[config.mk]
export PLATFORM = sky130hd
export DESIGN_NAME = i2c_bitbang_master
export DESIGN_NICKNAME = d
export VERILOG_FILES = /design/src/i2cbb_pkg.sv /design/src/i2c_bitbang_master.sv
export VERILOG_INCLUDE_DIRS = /design/src /design/src/src
export SDC_FILE = /design/constraint.sdc
export NUM_CORES = 1
export LEC_CHECK = 0
export BUFFER_PORTS_ARGS = -buffer_cell sky130_fd_sc_hd__buf_2
export CAP_MARGIN = 20
export CORE_ASPECT_RATIO = 1.1
export CORE_MARGIN = 2
export CORE_UTILIZATION = 60
export DETAILED_ROUTE_END_ITERATION = 10
export PLACE_DENSITY = 0.81
export SLEW_MARGIN = 20
export SYNTH_ARGS = -nofsm -noshare
export SYNTH_HDL_FRONTEND = slang
export SYNTH_SLANG_ARGS = --single-unit
[constraint.sdc]
create_clock -name clk -period 9.55 [get_ports clk]
set_clock_uncertainty 0.1 [all_clocks]
set_input_delay 0.4775 -clock clk [delete_from_list [all_inputs] [get_ports clk]]
set_output_delay 0.4775 -clock clk [all_outputs]
set_load 0.1 [all_outputs]
[src/i2c_bitbang_master_macros.svh]
// ----------------------------------------------------------------------------
// i2c bit-bang master assertion macros
// shared property forms for the i2c bit-bang master checks
// ----------------------------------------------------------------------------
`ifndef I2C_BITBANG_MASTER_MACROS_SVH
`define I2C_BITBANG_MASTER_MACROS_SVH

// same-cycle implication
`define I2CBB_ASSERT_SAME(label, ante, cons) \
  label: assert property (@(posedge clk) disable iff (rst) (ante) |-> (cons)) \
    else $error("i2c bit-bang master check failed");

// next-cycle implication
`define I2CBB_ASSERT_NEXT(label, ante, cons) \
  label: assert property (@(posedge clk) disable iff (rst) (ante) |=> (cons)) \
    else $error("i2c bit-bang master check failed");

`endif

[src/i2cbb_pkg.sv]
// ----------------------------------------------------------------------------
// i2cbb_pkg
// types and codes shared by the i2c bit-bang master
// ----------------------------------------------------------------------------
`timescale 1ns / 1ps

package i2cbb_pkg;

  localparam logic [1:0] REQ_TICK  = 2'd0;
  localparam logic [1:0] REQ_WRITE = 2'd1;
  localparam logic [1:0] REQ_READ  = 2'd2;

  localparam logic [1:0] CFG_DEVICE_ADDRESS = 2'd0;
  localparam logic [1:0] CFG_ACK_TIMEOUT    = 2'd1;
  localparam logic [1:0] CFG_WRITE_GAP      = 2'd2;
  localparam logic [1:0] CFG_READ_GAP       = 2'd3;

  typedef struct packed {
    logic [1:0] req_type;
    logic [7:0] cmd_length;
    logic [7:0] tx_byte;
    logic       tx_valid;
    logic       sda_sample;
  } req_t;

  typedef struct packed {
    logic       scl_level;
    logic       sda_level;
    logic       sda_drive;
    logic       tx_taken;
    logic [7:0] rx_byte;
    logic       rx_valid;
    logic       done_res;
    logic       nak_seen;
    logic       busy_res;
  } res_t;

endpackage

[src/i2c_bitbang_master.sv]
// ----------------------------------------------------------------------------
// i2c_bitbang_master
// i2c master that drives scl and sda one line tick per item
// ----------------------------------------------------------------------------
// usage:
//   req channel (req_valid, req_stall, req_data): one item per line tick,
//   carrying an optional write/read command, tx data and the sampled sda.
//   res channel (res_valid, res_stall, res_data): one item per accepted tick
//   with the scl/sda levels, sda drive enable and transfer status.
//   cfg channel (cfg_valid, cfg_ready, cfg_index, cfg_data): register writes,
//   always ready; to be issued only while no transfer items are in flight,
//   which the block itself does not enforce. An accepted item is held in
//   the input register and its result is registered in the result register.
// throughput: one item per cycle when not stalled; the tick step is a single
//   pass of the phase logic between the input and result registers.
// reset: phase idle, scl and sda high with sda driven, registers at their
//   defaults (address 0, timeout 5, write gap 5, read gap 3).
// stall: while res_stall holds a full result register a full input register
//   holds too and req_stall rises; nothing is lost or repeated.
// ----------------------------------------------------------------------------
`timescale 1ns / 1ps
`include "i2c_bitbang_master_macros.svh"

module i2c_bitbang_master (
  input  logic             clk,
  input  logic             rst,
  input  logic             req_valid,
  output logic             req_stall,
  input  i2cbb_pkg::req_t  req_data,
  output logic             res_valid,
  input  logic             res_stall,
  output i2cbb_pkg::res_t  res_data,
  input  logic             cfg_valid,
  output logic             cfg_ready,
  input  logic [1:0]       cfg_index,
  input  logic [7:0]       cfg_data
);

  localparam logic [4:0] PH_IDLE     = 5'd0;
  localparam logic [4:0] PH_TX_LOW   = 5'd1;
  localparam logic [4:0] PH_TX_SET   = 5'd2;
  localparam logic [4:0] PH_TX_HIGH  = 5'd3;
  localparam logic [4:0] PH_TX_HOLD  = 5'd4;
  localparam logic [4:0] PH_ACK_LOW  = 5'd5;
  localparam logic [4:0] PH_ACK_WAIT = 5'd6;
  localparam logic [4:0] PH_GAP      = 5'd7;
  localparam logic [4:0] PH_LOAD     = 5'd8;
  localparam logic [4:0] PH_RX_LOW   = 5'd9;
  localparam logic [4:0] PH_RX_HIGH  = 5'd10;
  localparam logic [4:0] PH_RA_LOW   = 5'd11;
  localparam logic [4:0] PH_RA_SET   = 5'd12;
  localparam logic [4:0] PH_RA_HIGH  = 5'd13;
  localparam logic [4:0] PH_RA_END   = 5'd14;
  localparam logic [4:0] PH_SP_LOW   = 5'd15;
  localparam logic [4:0] PH_SP_SDA0  = 5'd16;
  localparam logic [4:0] PH_SP_HIGH  = 5'd17;
  localparam logic [4:0] PH_SP_SDA1  = 5'd18;

  logic [6:0] device_address;
  logic [7:0] ack_timeout_ticks;
  logic [7:0] write_gap_ticks;
  logic [7:0] read_gap_ticks;

  logic [4:0] phase, phase_next;
  logic [2:0] bit_index, bit_index_next;
  logic [7:0] bytes_left, bytes_left_next;
  logic [7:0] shift_reg, shift_reg_next;
  logic [7:0] wait_count, wait_count_next;
  logic       is_read, is_read_next;
  logic       scl_reg, scl_reg_next;
  logic       sda_reg, sda_reg_next;
  logic       sda_dir, sda_dir_next;
  logic       addr_stage, addr_stage_next;

  logic            s1_valid;
  i2cbb_pkg::req_t s1_data;
  logic            adv;
  i2cbb_pkg::res_t step_res;

  logic [7:0] gap;
  logic [7:0] wait_inc;
  logic [7:0] bytes_dec;
  logic       taken, rxv, done, nak, busy;

  assign cfg_ready = 1'b1;
  assign adv       = s1_valid && (!res_valid || !res_stall);
  assign req_stall = s1_valid && !adv;

  assign gap       = is_read ? read_gap_ticks : write_gap_ticks;
  assign wait_inc  = (wait_count != 8'hFF) ? 8'(wait_count + 8'd1) : wait_count;
  assign bytes_dec = 8'(bytes_left - 8'd1);

  always_comb begin
    phase_next      = phase;
    bit_index_next  = bit_index;
    bytes_left_next = bytes_left;
    shift_reg_next  = shift_reg;
    wait_count_next = wait_count;
    is_read_next    = is_read;
    scl_reg_next    = scl_reg;
    sda_reg_next    = sda_reg;
    sda_dir_next    = sda_dir;
    addr_stage_next = addr_stage;
    taken = 1'b0;
    rxv   = 1'b0;
    done  = 1'b0;
    nak   = 1'b0;
    busy  = 1'b1;
    case (phase)
      PH_IDLE: begin
        if (s1_data.req_type == i2cbb_pkg::REQ_WRITE ||
            s1_data.req_type == i2cbb_pkg::REQ_READ) begin
          is_read_next    = (s1_data.req_type == i2cbb_pkg::REQ_READ);
          bytes_left_next = s1_data.cmd_length;
          shift_reg_next  = {device_address, (s1_data.req_type == i2cbb_pkg::REQ_READ)};
          bit_index_next  = 3'd7;
          wait_count_next = 8'd0;
          sda_dir_next    = 1'b1;
          sda_reg_next    = 1'b0;
          addr_stage_next = 1'b1;
          phase_next      = PH_TX_LOW;
        end else begin
          busy = 1'b0;
        end
      end
      PH_TX_LOW: begin
        scl_reg_next = 1'b0;
        phase_next   = PH_TX_SET;
      end
      PH_TX_SET: begin
        sda_dir_next = 1'b1;
        sda_reg_next = shift_reg[7];
        phase_next   = PH_TX_HIGH;
      end
      PH_TX_HIGH: begin
        scl_reg_next = 1'b1;
        phase_next   = PH_TX_HOLD;
      end
      PH_TX_HOLD: begin
        sda_reg_next   = shift_reg[7];
        shift_reg_next = {shift_reg[6:0], 1'b0};
        if (bit_index == 3'd0) begin
          phase_next = PH_ACK_LOW;
        end else begin
          bit_index_next = 3'(bit_index - 3'd1);
          phase_next     = PH_TX_LOW;
        end
      end
      PH_ACK_LOW: begin
        scl_reg_next    = 1'b0;
        wait_count_next = 8'd0;
        phase_next      = PH_ACK_WAIT;
      end
      PH_ACK_WAIT: begin
        scl_reg_next = 1'b1;
        sda_dir_next = 1'b0;
        if (!s1_data.sda_sample) begin
          if (addr_stage) begin
            addr_stage_next = 1'b0;
            if (gap == 8'd0) begin
              if (bytes_left == 8'd0) begin
                phase_next = PH_SP_LOW;
              end else if (is_read) begin
                bit_index_next = 3'd7;
                shift_reg_next = 8'd0;
                phase_next     = PH_RX_LOW;
              end else begin
                phase_next = PH_LOAD;
              end
            end else begin
              wait_count_next = 8'd0;
              phase_next      = PH_GAP;
            end
          end else begin
            bytes_left_next = bytes_dec;
            phase_next      = (bytes_dec == 8'd0) ? PH_SP_LOW : PH_LOAD;
          end
        end else begin
          wait_count_next = wait_inc;
          if (wait_inc >= ack_timeout_ticks) begin
            done            = 1'b1;
            nak             = 1'b1;
            addr_stage_next = 1'b0;
            phase_next      = PH_IDLE;
          end
        end
      end
      PH_GAP: begin
        wait_count_next = wait_inc;
        if (wait_inc >= gap) begin
          if (bytes_left == 8'd0) begin
            phase_next = PH_SP_LOW;
          end else if (is_read) begin
            bit_index_next = 3'd7;
            shift_reg_next = 8'd0;
            phase_next     = PH_RX_LOW;
          end else begin
            phase_next = PH_LOAD;
          end
        end
      end
      PH_LOAD: begin
        if (s1_data.tx_valid) begin
          taken          = 1'b1;
          shift_reg_next = s1_data.tx_byte;
          bit_index_next = 3'd7;
          scl_reg_next   = 1'b0;
          phase_next     = PH_TX_SET;
        end
      end
      PH_RX_LOW: begin
        sda_dir_next = 1'b0;
        scl_reg_next = 1'b0;
        phase_next   = PH_RX_HIGH;
      end
      PH_RX_HIGH: begin
        scl_reg_next   = 1'b1;
        shift_reg_next = {shift_reg[6:0], s1_data.sda_sample};
        if (bit_index == 3'd0) begin
          rxv        = 1'b1;
          phase_next = PH_RA_LOW;
        end else begin
          bit_index_next = 3'(bit_index - 3'd1);
          phase_next     = PH_RX_LOW;
        end
      end
      PH_RA_LOW: begin
        scl_reg_next = 1'b0;
        phase_next   = PH_RA_SET;
      end
      PH_RA_SET: begin
        sda_dir_next = 1'b1;
        sda_reg_next = (bytes_left <= 8'd1);
        phase_next   = PH_RA_HIGH;
      end
      PH_RA_HIGH: begin
        scl_reg_next = 1'b1;
        phase_next   = PH_RA_END;
      end
      PH_RA_END: begin
        scl_reg_next    = 1'b0;
        bytes_left_next = bytes_dec;
        if (bytes_dec == 8'd0) begin
          phase_next = PH_SP_LOW;
        end else begin
          bit_index_next = 3'd7;
          shift_reg_next = 8'd0;
          phase_next     = PH_RX_LOW;
        end
      end
      PH_SP_LOW: begin
        scl_reg_next = 1'b0;
        phase_next   = PH_SP_SDA0;
      end
      PH_SP_SDA0: begin
        sda_dir_next = 1'b1;
        sda_reg_next = 1'b0;
        phase_next   = PH_SP_HIGH;
      end
      PH_SP_HIGH: begin
        scl_reg_next = 1'b1;
        phase_next   = PH_SP_SDA1;
      end
      PH_SP_SDA1: begin
        sda_reg_next = 1'b1;
        done         = 1'b1;
        phase_next   = PH_IDLE;
      end
      default: begin
        phase_next = PH_IDLE;
        busy       = 1'b0;
      end
    endcase
  end

  always_comb begin
    step_res.scl_level = scl_reg_next;
    step_res.sda_level = sda_reg_next;
    step_res.sda_drive = sda_dir_next;
    step_res.tx_taken  = taken;
    step_res.rx_byte   = rxv ? shift_reg_next : 8'd0;
    step_res.rx_valid  = rxv;
    step_res.done_res  = done;
    step_res.nak_seen  = nak;
    step_res.busy_res  = busy;
  end

  // configuration registers
  always_ff @(posedge clk) begin
    if (rst) begin
      device_address    <= 7'd0;
      ack_timeout_ticks <= 8'd5;
      write_gap_ticks   <= 8'd5;
      read_gap_ticks    <= 8'd3;
    end else if (cfg_valid && cfg_ready) begin
      case (cfg_index)
        i2cbb_pkg::CFG_DEVICE_ADDRESS: device_address    <= cfg_data[6:0];
        i2cbb_pkg::CFG_ACK_TIMEOUT:    ack_timeout_ticks <= cfg_data;
        i2cbb_pkg::CFG_WRITE_GAP:      write_gap_ticks   <= cfg_data;
        i2cbb_pkg::CFG_READ_GAP:       read_gap_ticks    <= cfg_data;
        default: ;
      endcase
    end
  end

  // controller state
  always_ff @(posedge clk) begin
    if (rst) begin
      phase      <= PH_IDLE;
      bit_index  <= 3'd0;
      bytes_left <= 8'd0;
      shift_reg  <= 8'd0;
      wait_count <= 8'd0;
      is_read    <= 1'b0;
      scl_reg    <= 1'b1;
      sda_reg    <= 1'b1;
      sda_dir    <= 1'b1;
      addr_stage <= 1'b0;
    end else if (adv) begin
      phase      <= phase_next;
      bit_index  <= bit_index_next;
      bytes_left <= bytes_left_next;
      shift_reg  <= shift_reg_next;
      wait_count <= wait_count_next;
      is_read    <= is_read_next;
      scl_reg    <= scl_reg_next;
      sda_reg    <= sda_reg_next;
      sda_dir    <= sda_dir_next;
      addr_stage <= addr_stage_next;
    end
  end

  // input register
  always_ff @(posedge clk) begin
    if (rst) begin
      s1_valid <= 1'b0;
    end else if (!req_stall) begin
      s1_valid <= req_valid;
    end
  end

  always_ff @(posedge clk) begin
    if (req_valid && !req_stall) begin
      s1_data <= req_data;
    end
  end

  // result register
  always_ff @(posedge clk) begin
    if (rst) begin
      res_valid <= 1'b0;
    end else if (!res_valid || !res_stall) begin
      res_valid <= s1_valid;
    end
  end

  always_ff @(posedge clk) begin
    if (adv) begin
      res_data <= step_res;
    end
  end

  `I2CBB_ASSERT_SAME(a_nak_ends, res_valid && res_data.nak_seen, res_data.done_res)
  `I2CBB_ASSERT_SAME(a_take_scl_low, res_valid && res_data.tx_taken, !res_data.scl_level)
  `I2CBB_ASSERT_SAME(a_rx_scl_high, res_valid && res_data.rx_valid,
                     res_data.scl_level && !res_data.sda_drive)
  `I2CBB_ASSERT_NEXT(a_done_to_idle, adv && done, phase == PH_IDLE && !addr_stage)

endmodule
==> flow_metrics.py, run 1 <==
metrics = {
    "global_route": {
        "grt_pass1_vias": 4595,
        "antenna_found_initial": 0,
        "grt_usage_pct": 27.34,
        "grt_start_max_net_pins": 63,
        "overflow": 0,
        "grt_pass1_wl_um": 21900,
    },
    "placed_design": {
        "detailed_place_hpwl_um": 9664,
        "dp_cells": 779,
        "portBuffers": 52,
        "routabilityCongestion": 0.9635,
    },
    "synth": {
        "ys_seq_elements": 106,
        "netlist_instances": 647,
        "yosysSeqAreaShare_pct": 43.88,
        "yosys.area.top_type_share_pct": 24.77,
        "synth_area_leaders": "dfxtp_1 25%, edfxtp_1 19%, a21oi_1 5.9%",
        "synthAdderAreaFrac_pct": 4.645,
        "post_synth_and_or_nand_nor_area_fraction_pct": 21.77,
        "yosys_warnings": 0,
        "synth-compound-area-share_pct": 21.04,
        "synth_mux_area_share_pct": 3.583,
        "async_flop_share_pct": 0,
        "synth_commonest_cells": "86 x nand2_1, 70 x dfxtp_1, 67 x a21oi_1",
        "avgSynthCellArea_um2": 8.743,
        "synth_top_family_by_area": "simple AND/OR/NAND/NOR gates",
        "synth_top_cell_by_area": "dfxtp_1",
        "ys_types": 68,
        "synth_fp_nets": 703,
        "yosysMostFrequentCell": "nand2_1",
        "synth-xor-area-share_pct": 0.6193,
        "synth_edf_count": 36,
        "syn_area_um2": 5657,
        "synth_flop_cell": "dfxtp_1",
    },
    "power": {
        "intPower_mw": 0.6561,
        "p_seq_share_pct": 53.2,
        "netSwitchingFraction_pct": 32.02,
        "netSwitchingPower_mw": 0.3090,
        "power_density_nw_per_um2": 157.2,
        "leakage_nw": 2.274,
        "ir_drop_v": 0.0001339,
        "p_clk_share_pct": 28.1,
        "p_comb_share_pct": 18.7,
    },
    "sta": {
        "max_freq_mhz": 284.2,
        "relSlewSlack_pct": 34.42,
        "finalCriticalPeriod_ns": 3.518,
        "max_slew.worst_pin.slew_ns": 0.9761,
        "period_share_pct": 36.84,
        "finalHoldViolations": 0,
        "tns_ns": 0,
        "rsz0062_at_grt": "false",
        "maxSlewViolCount": 0,
        "finalSetupViolations": 0,
    },
    "drt": {
        "drtIter0Drc": 479,
        "drc_errors": 0,
        "totalWireLength_um": 13370,
        "num_vias": 4969,
        "drtPass1Iterations": 5,
        "ant_nets": 0,
        "vias_per_cell": 6.242,
        "wl_per_cell_um": 16.80,
    },
    "cells_and_area": {
        "largest_register_ffs": 20,
        "layout-drive-gt1-share_pct": 13.40,
        "syn_to_final_growth_pct": 8.516,
        "fin_cells": 796,
        "reg_top3": "s1_data (20), res_data (16)",
        "diodes": 0,
        "layout.nets": 730,
        "top_register": "s1_data",
    },
    "clock_network": {
        "cts_resized": 0,
        "cts_tree": "built",
        "htree_levels": 3,
        "worstSkewPairLatency_ns": 0.39,
        "clockRootBuffer": "clkbuf_8",
        "cts_sinks": 106,
        "clkTransAtPathRegs_ns": 0.11,
        "cts_buffer_depth": 2,
        "cts_hold_buffers": 0,
        "numCtsBuffers": 9,
        "post_cts_buffers": 0,
    },
    "worst_hold_path": {
        "hp-class": "in2reg",
    },
    "die": {
        "io-pin-count": 54,
        "fp.dieH_um": 105.8,
        "die_x_um": 96.58,
        "rows": 37,
        "dieArea_um2": 10220,
        "core-area_um2": 9259,
        "start_util_pct": 61.09,
    },
    "setup_path": {
        "worstPathRequired_ns": 9.74,
        "reg2reg_slack_ns": 6.03,
        "worstSetupStartpointType": "flip-flop",
        "arrival_ns": 3.71,
        "cp-end-kind": "flip-flop",
        "path_class": "reg2reg",
        "path_max_fanout": 10,
    },
    "job": {
        "drv_cap": 0,
    },
    "outcome": {
        "outcome": "finished, final reports clean",
    },
}
per-layer routing:
| layer | wire (um) | vias to the layer above | track usage [%] | part of all wire [%] |
|---|---|---|---|---|
| met5 | 0 | - | 0 | 0 |
| met4 | 276 | 0 | 9.356 | 2.1 |
| met3 | 661 | 22 | 3.503 | 4.9 |
| met2 | 6666 | 159 | 46.63 | 50 |
| met1 | 5768 | 2362 | 35.30 | 43 |
| li1 | - | 2426 | - | - |
worst paths after layout:
| path | startpoint | to | depth (start not counted) |
|---|---|---|---|
| min | req_data[8] | s1_data[8] | 1 |
| max reg2reg | wait_count[0] | bit_index[1] | 10 |
| min reg2reg | ack_timeout_ticks[3] | ack_timeout_ticks[3] | 2 |
| max | wait_count[0] | bit_index[1] | 10 |
power by group through the flow:
stage | Clock, mW | Sequential (mW) | Combinational [mW]
3_3_place_gp | 0 | 0.522 | 0.171
2_1_floorplan | 0 | 0.530 | 0.124
4_1_cts | 0.273 | 0.512 | 0.177
5_1_grt | 0.290 | 0.517 | 0.197
3_5_place_dp | 0 | 0.523 | 0.177
6_report | 0.271 | 0.513 | 0.181
cells by family (layout without fill, tap and decap cells):
| logic type | count (synthesis) | count (layout) |
|---|---|---|
| and+or+nand+nor | 248 | 248 |
| AOI/OAI and AO/OA | 183 | 183 |
| DFF | 106 | 106 |
| buffers and inverters | 64 | 96 |
| adders and majority gates | 21 | 21 |
| muxes | 20 | 20 |
| xor gates and xnor gates | 4 | 4 |
| other | 1 | 1 |
layout by cell type (no fill, tap or decap), types with 5 or more instances in the layout:
| cell type | n |
|---|---|
| ha_1 | 21 |
| and3_1 | 7 |
| nor2_1 | 54 |
| nand2b_1 | 11 |
| o31ai_1 | 5 |
| nand4_1 | 5 |
| a21oi_1 | 67 |
| nor3_1 | 10 |
| nor4_1 | 7 |
| inv_1 | 23 |
| a221oi_1 | 10 |
| o21ai_0 | 34 |
| or2_2 | 5 |
| buf_2 | 53 |
| nand3_1 | 20 |
| edfxtp_1 | 36 |
| a22o_1 | 5 |
| nand2_1 | 86 |
| a211oi_1 | 8 |
| a31oi_1 | 7 |
| clkbuf_8 | 10 |
| nor2b_1 | 12 |
| mux2i_1 | 18 |
| a211o_1 | 5 |
| dfxtp_1 | 70 |
| a311oi_1 | 5 |
worst max-delay path: stages, from the launching register on:
cell and delay (ns):
dfxtp_1 0.38, ha_1 0.26, and3_1 0.22, nand2_1 0.25, mux2_2 0.41, ha_1 0.23
a2111oi_0 0.53, nor4b_1 0.16, nor2_1 0.42, nor2_1 0.15, a221oi_1 0.33
stage by stage:
step	power, mW	hold WS [ns]	utilization (%)	setup slack, ns	area, um2
finish	0.9651	0.1620	66.30	6.032	6138
global route	1.004	0.1462	66.30	5.687	6138
CTS	0.9631	0.1448	66.19	6.096	6128
detailed placement	0.6991	0.3494	64.07	6.137	5932
global placement	0.6926	0.3481	64.01	6.225	5927
floorplan	0.6540	0.3363	-	6.341	5657
cell type report:
cell class	instances	area, um2
fill	789	3120
multi-input combinational	477	2935
sequential	106	2482
timing repair buffer	56	287.8
tap	117	146.4
clock buffer	10	137.6
inverter	24	90.09
clock inverter	6	58.81
Note: power is estimated with default switching activity, not from simulation.
==> run 2, diff against run 1 <==
--- a/config.mk
+++ b/config.mk
@@ -6,13 +6,14 @@
 export SDC_FILE = /design/constraint.sdc
 export NUM_CORES = 1
 export LEC_CHECK = 0
+export ABC_AREA = 1
 export BUFFER_PORTS_ARGS = -buffer_cell sky130_fd_sc_hd__buf_2
 export CAP_MARGIN = 20
 export CORE_ASPECT_RATIO = 1.1
 export CORE_MARGIN = 2
-export CORE_UTILIZATION = 60
+export CORE_UTILIZATION = 59
 export DETAILED_ROUTE_END_ITERATION = 10
-export PLACE_DENSITY = 0.81
+export PLACE_DENSITY = 0.8
 export SLEW_MARGIN = 20
 export SYNTH_ARGS = -nofsm -noshare
 export SYNTH_HDL_FRONTEND = slang
==> constraint.sdc (replaced) <==
create_clock -name clk -period 3.4 [get_ports clk]
set_clock_uncertainty 0.1 [all_clocks]
set_input_delay 0.17 -clock clk [delete_from_list [all_inputs] [get_ports clk]]
set_output_delay 0.17 -clock clk [all_outputs]
set_load 0.1 [all_outputs]
==> run 2 against run 1 <==
  * Synthesized cell count up 12%
  * Die area up 0.24%
  * Clock-buffer cell count up 1
  * Clock power rose to 2.7 times the previous value
  * Register-to-register slack worse by 5.3 ns
  * Combinational power rose to 3.9 times the previous value
  * Critical path depth up 7
  * Core utilization up 2.3 points
  * Worst setup slack worse by 5.3 ns
  * Hold slack worse by 0.16 ns
==> flow_metrics.py, run 2 <==
metrics = {
    "setup_path": {
        "arrival_ns": 2.89,
        "crit_top_cell": "nand2_1",
        "cp-end-kind": "flip-flop",
        "path_max_fanout": 9,
        "worstPathRequired_ns": 3.58,
        "reg2reg_slack_ns": 0.69,
        "worstSetupStartpointType": "flip-flop",
        "reg2reg_to": "phase[4]",
        "path_class": "reg2reg",
        "critPathMaxStageDelay_ns": 0.39,
        "r2r-start": "wait_count[0]",
        "crit_slowest_cell": "dfxtp_1",
        "rr_worst_depth": 17,
        "path_cells": "ha_1 > nand2_1 > nor2_2 > nand2_2 > mux2_2 > ha_1 > nand2_1 > nand2_1 > nand2_1 > nand2_1 > nand2_1 > nand2_2 > nand3_2 > nor2_1 > nand2_1 > nand2_1 > nor2_1",
    },
    "global_route": {
        "grt_pass1_vias": 4947,
        "grt_usage_pct": 28.30,
        "grt_pass1_wl_um": 23420,
        "overflow": 0,
        "grt_start_max_net_pins": 30,
        "antenna_found_initial": 0,
    },
    "synth": {
        "ys_seq_elements": 106,
        "avgSynthCellArea_um2": 7.713,
        "synth_fp_nets": 779,
        "netlist_instances": 723,
        "async_flop_share_pct": 0,
        "synth_area_leaders": "dfxtp_1 25%, edfxtp_1 19%, nand2_1 10%",
        "yosys.area.top_type_share_pct": 25.13,
        "yosysSeqAreaShare_pct": 44.51,
        "synth_edf_count": 36,
        "ys_types": 43,
        "synth_top_cell_by_area": "dfxtp_1",
        "yosysMostFrequentCell": "nand2_1",
        "synth_flop_cell": "dfxtp_1",
        "syn_area_um2": 5577,
        "synth_commonest_cells": "148 x nand2_1, 91 x inv_1, 78 x nor2_1",
        "yosys_warnings": 0,
    },
    "sta": {
        "relSlewSlack_pct": 44.75,
        "max_slew.worst_pin.slew_ns": 0.8278,
        "rsz0062_at_grt": "false",
        "finalHoldViolations": 0,
        "period_share_pct": 79.70,
        "max_freq_mhz": 369.0,
        "maxSlewViolCount": 0,
        "finalCriticalPeriod_ns": 2.710,
        "finalWorstSetupSlack_ns": 0.6902,
        "finalSetupViolations": 0,
        "tns_ns": 0,
    },
    "drt": {
        "vias_per_cell": 5.468,
        "drtIter0Drc": 297,
        "totalWireLength_um": 13990,
        "ant_nets": 0,
        "drtPass1Iterations": 5,
        "wl_per_cell_um": 15.16,
        "drc_errors": 0,
        "num_vias": 5047,
    },
    "worst_hold_path": {
        "min_from": "res_stall",
        "whs_path_depth": 3,
        "hp-class": "in2reg",
        "hold_end": "res_valid",
    },
    "die": {
        "dieArea_um2": 10250,
        "die_x_um": 96.70,
        "io-pin-count": 54,
        "core-area_um2": 9259,
        "rows": 37,
        "fp.dieH_um": 106.0,
        "start_util_pct": 60.23,
    },
    "cells_and_area": {
        "mostFrequentLayoutCell": "nand2_1",
        "layout.nets": 857,
        "largest_register_ffs": 20,
        "layout-drive-gt1-share_pct": 13.77,
        "design_area_um2": 6354,
        "reg_top3": "s1_data (20), res_data (16)",
        "syn_to_final_growth_pct": 13.93,
        "fin_cells": 923,
        "top_register": "s1_data",
        "layout.cells.most_common_list": "148 x nand2_1, 91 x inv_1, 77 x nor2_1, 70 x dfxtp_1, 66 x a21oi_1",
        "diodes": 0,
    },
    "placed_design": {
        "place_area_um2": 5897,
        "detailed_place_hpwl_um": 10240,
        "routabilityCongestion": 0.9638,
        "place_ws_ns": 0.7110,
        "dp_cells": 879,
        "portBuffers": 52,
    },
    "clock_network": {
        "post_cts_buffers": 0,
        "numCtsBuffers": 9,
        "clkTransAtPathRegs_ns": 0.10,
        "htree_levels": 3,
        "cts_resized": 0,
        "cts_tree": "built",
        "cts_buffer_depth": 2,
        "clockRootBuffer": "clkbuf_8",
        "cts_sinks": 106,
        "worstSkewPairLatency_ns": 0.38,
    },
    "power": {
        "ir_drop_v": 0.0003198,
        "leakage_nw": 2.860,
        "power_density_nw_per_um2": 456.4,
    },
    "outcome": {
        "outcome": "finished, final reports clean",
    },
    "job": {
        "drv_cap": 0,
    },
}
[run 2: cell type report]
class / count / area [um2]
fillers: 770 / 2905
multi-input cells: 497 / 2592
flip-flops and latches: 106 / 2482
repair buffers: 83 / 563.0
inverters: 104 / 392.9
well taps: 117 / 146.4
clock buffers: 11 / 141.4
clock inverters: 5 / 35.03
[run 2: per-layer routing]
| metal | up-vias | global-route usage (%) | part of all wire (%) |
|---|---|---|---|
| met5 | - | 0 | 0 |
| met4 | 0 | 12.58 | 3.0 |
| met3 | 33 | 4.208 | 6.1 |
| met2 | 201 | 47.47 | 48 |
| met1 | 2267 | 36.46 | 43 |
| li1 | 2546 | - | - |
[run 2: logic make-up (layout without fill, tap and decap cells)]
kind of cell	after synthesis	in the layout	synth area share, %
AO/OA/AOI/OAI	153	153	15.48
adder cells (fa/ha/maj)	21	21	4.712
flip-flops	106	106	44.51
other	1	1	0.06725
multiplexers	1	1	0.2019
buffers and inverters	120	203	9.042
AND/OR/NAND/NOR	313	313	24.73
XOR/XNOR	8	8	1.257
[run 2: metrics by stage]
step                hold slack, ns  utilization, %  power, mW
global route               0.02839           68.62      3.042
detailed placement          0.2485           63.69      2.150
floorplan                   0.1689               -      1.990
finish                    0.006750           68.62      2.900
CTS                      0.0008017           68.62      2.894
global placement            0.2460           63.69      2.137
[run 2: worst max-delay path by stage]
stage,start,end,slack (ns)
global route,wait_count[0],phase[4],0.29
global placement,wait_count[0],phase[4],0.82
detailed placement,wait_count[0],phase[4],0.71
floorplan,res_valid,s1_data[0],0.47
finish,wait_count[0],phase[4],0.69
CTS,wait_count[0],phase[4],0.70
[run 2: critical path: cells and delay by family, from the launching register on]
family | cells | cell delay (ns)
adder cells (fa/ha/maj) | 2 | 0.48
flip-flops | 1 | 0.39
multiplexers | 1 | 0.34
AND/OR/NAND/NOR | 14 | 1.32
[run 2: power by group]
| part | switching, mW | internal, mW | leakage (nW) |
|---|---|---|---|
| Clock | 0.449 | 0.291 | 0.0883 |
| Combinational | 0.494 | 0.218 | 1.86 |
| Sequential | 0.0528 | 1.39 | 0.916 |
| Total | 0.997 | 1.90 | 2.86 |
[run 2: what timing repair did]
action	4_1_cts	5_1_grt
hold buffers	28	0
hold endpoints to repair	35	0
endpoints found under the setup margin	0	0
==> run 3, diff against run 2 <==
==> constraint.sdc (replaced) <==
create_clock -name clk -period 2.5 [get_ports clk]
set_clock_uncertainty 0.1 [all_clocks]
set_input_delay 0.125 -clock clk [delete_from_list [all_inputs] [get_ports clk]]
set_output_delay 0.125 -clock clk [all_outputs]
set_load 0.1 [all_outputs]
==> run 3 against run 2 <==
  * The run now ends with negative setup slack left
  * Core utilization increased by 5.5 points
  * Cell area increased by 8.0%
  * Flip-flop and latch count unchanged
  * Hold slack improved by 0.020 ns
  * Register-to-register slack got worse by 0.91 ns
  * Global-route usage increased by 1.5 points
  * Die area unchanged
  * Via count increased by 7.7%
  * Non-clock buffer count increased by 20
  * Routed wire length increased by 13%
  * Clock-buffer cell count unchanged
  * Critical path type unchanged
  * Critical endpoint is now phase[1]
  * Largest cell class unchanged
  * Largest power group unchanged
==> flow_metrics.py, run 3 (same netlist as run 2, synthesis figures left out) <==
metrics = {
    "cells_and_area": {
        "mostFrequentLayoutCell": "nand2_1",
        "reg_top3": "s1_data (20), res_data (16)",
        "final_util_pct": 74.09,
        "layout.cells.most_common_list": "131 x nand2_1, 88 x inv_1, 71 x nor2_1, 65 x dfxtp_1, 60 x a21oi_1",
        "design_area_um2": 6860,
        "largest_register_ffs": 20,
        "syn_to_final_growth_pct": 23.02,
        "layout-drive-gt1-share_pct": 22.34,
        "layout.nets": 879,
        "fillers": 695,
        "diodes": 0,
        "top_register": "s1_data",
    },
    "placed_design": {
        "detailed_place_hpwl_um": 10510,
        "place_area_um2": 6008,
        "portBuffers": 52,
        "place_ws_ns": -0.1175,
        "routabilityCongestion": 0.9111,
    },
    "clock_network": {
        "clockRootBuffer": "clkbuf_8",
        "cts_sinks": 106,
        "worstSkewPairLatency_ns": 0.38,
        "htree_levels": 3,
        "cts_tree": "built",
        "clkTransAtPathRegs_ns": 0.10,
        "numCtsBuffers": 9,
        "cts_buffer_depth": 2,
    },
    "drt": {
        "vias_per_cell": 5.753,
        "drtPass1Iterations": 5,
        "wl_per_cell_um": 16.68,
        "drtIter0Drc": 511,
        "num_vias": 5437,
        "totalWireLength_um": 15760,
        "drt-met1-wl_um": 6565,
        "met3_wirelength_um": 844,
        "ant_nets": 0,
        "top_layer_used": "met4",
        "drc_errors": 0,
        "dr_wl_met2_um": 7746,
    },
    "outcome": {
        "violations": "negative setup slack",
        "outcome": "complete, but fails checks",
    },
    "sta": {
        "finalHoldViolations": 0,
        "finalWorstSetupSlack_ns": -0.2186,
        "max_slew.worst_pin.slew_ns": 0.5928,
        "finalCriticalPeriod_ns": 2.719,
        "relSlewSlack_pct": 60.48,
        "maxSlewViolCount": 0,
        "max_freq_mhz": 367.8,
        "period_share_pct": 108.7,
        "finalSetupViolations": 21,
        "rsz0062_at_grt": "true",
    },
    "setup_path": {
        "crit_slowest_cell": "dfxtp_4",
        "path_delay_family": "simple AND/OR/NAND/NOR gates",
        "cp.depth": 15,
        "critPathMaxStageDelay_ns": 0.40,
        "path_cells": "ha_4 > nand2_4 > nor2_4 > nand3_2 > xor2_1 > nand2_1 > ha_1 > nand2_2 > o21ai_2 > nor2_2 > nand2_4 > nand3_4 > o21bai_1 > nand2_1 > nor2_1",
        "worstPathRequired_ns": 2.72,
        "path_class": "reg2reg",
        "rr_worst_depth": 15,
        "worstSetupStartpointType": "flip-flop",
        "cp-end-kind": "flip-flop",
        "path_max_fanout": 5,
        "arrival_ns": 2.94,
        "crit_buf_inv": 0,
    },
    "die": {
        "core-area_um2": 9259,
        "die_x_um": 96.70,
        "dieArea_um2": 10250,
        "fp.dieH_um": 106.0,
        "start_util_pct": 60.23,
        "rows": 37,
        "io-pin-count": 54,
    },
    "power": {
        "p_seq_share_pct": 46.9,
        "netSwitchingFraction_pct": 34.28,
        "p_comb_share_pct": 25.9,
        "ir_drop_v": 0.0004842,
        "p_clk_share_pct": 27.1,
        "power_density_nw_per_um2": 612.4,
        "intPower_mw": 2.761,
        "netSwitchingPower_mw": 1.440,
        "leakage_nw": 3.071,
    },
    "global_route": {
        "grt_start_max_net_pins": 42,
        "grt_pass1_wl_um": 24450,
        "grt_usage_pct": 29.78,
        "antenna_found_initial": 0,
        "overflow": 0,
        "grt_pass1_vias": 5137,
    },
    "job": {
        "drv_cap": 0,
    },
    "worst_hold_path": {
        "whs_path_depth": 3,
        "hp-class": "in2reg",
    },
}
==> run 3: metrics by stage <==
step                      hold WS (ns)  std cells  total power [mW]  setup TNS [ns]
after CTS                     0.008196        941             4.101               0
after global placement          0.2011        893             2.912               0
after global routing           0.03905        945             4.371          -3.773
after detailed placement        0.2031        893             2.935         -0.7317
after floorplan                 0.1239        723             2.707               0
final                          0.02679        945             4.202          -1.236
==> run 3: routing by layer <==
metal,track usage [%],vias up
li1,-,2595
met1,37.28,2538
met2,51.09,247
met3,4.142,57
met4,13.88,0
met5,0,-
==> run 3: power groups by stage <==
stage | registers, mW | logic [mW] | clock network (mW)
detailed placement | 2.00 | 0.930 | 0
global placement | 2.00 | 0.912 | 0
CTS | 1.97 | 0.996 | 1.14
finish | 1.97 | 1.09 | 1.14
global route | 1.98 | 1.19 | 1.20
floorplan | 2.09 | 0.612 | 0
==> run 3: cell type report <==
class                   count  area, um2  share of cell area (%)
clock buffers              11      152.6                   2.225
clock inverters             5      56.30                  0.8207
inverters                 104      392.9                   5.727
multi-input cells         499       2900                   42.28
flip-flops and latches    106       2494                   36.35
well taps                 117      146.4                   2.134
repair buffers            103      718.2                   10.47
==> run 3: worst paths after layout <==
kind                      start                    to  slack [ns]
setup / recovery  wait_count[0]              phase[1]       -0.22
hold / removal     cfg_index[1]  ack_timeout_ticks[2]        0.03
setup reg to reg  wait_count[0]              phase[1]       -0.22
hold reg to reg    bit_index[0]          bit_index[0]        0.34
==> run 3: worst reg2reg max path, cell delays in order (launching register included) <==
cell	delay, ns
dfxtp_4	0.40
ha_4	0.16
nand2_4	0.06
nor2_4	0.14
nand3_2	0.08
xor2_1	0.18
nand2_1	0.14
ha_1	0.34
nand2_2	0.08
o21ai_2	0.13
nor2_2	0.06
nand2_4	0.14
nand3_4	0.14
o21bai_1	0.27
nand2_1	0.14
nor2_1	0.10
==> run 3: what timing repair did <==
| action | 4_1_cts | 5_1_grt |
|---|---|---|
| pin swaps | 9 | 28 |
| endpoints found under the hold margin | 46 | 0 |
| buffers inserted | 1 | 3 |
| hold buffers | 30 | 0 |
| setup endpoints to repair | 22 | 27 |
| gates cloned | 1 | 1 |
| gates resized for setup | 28 | 48 |
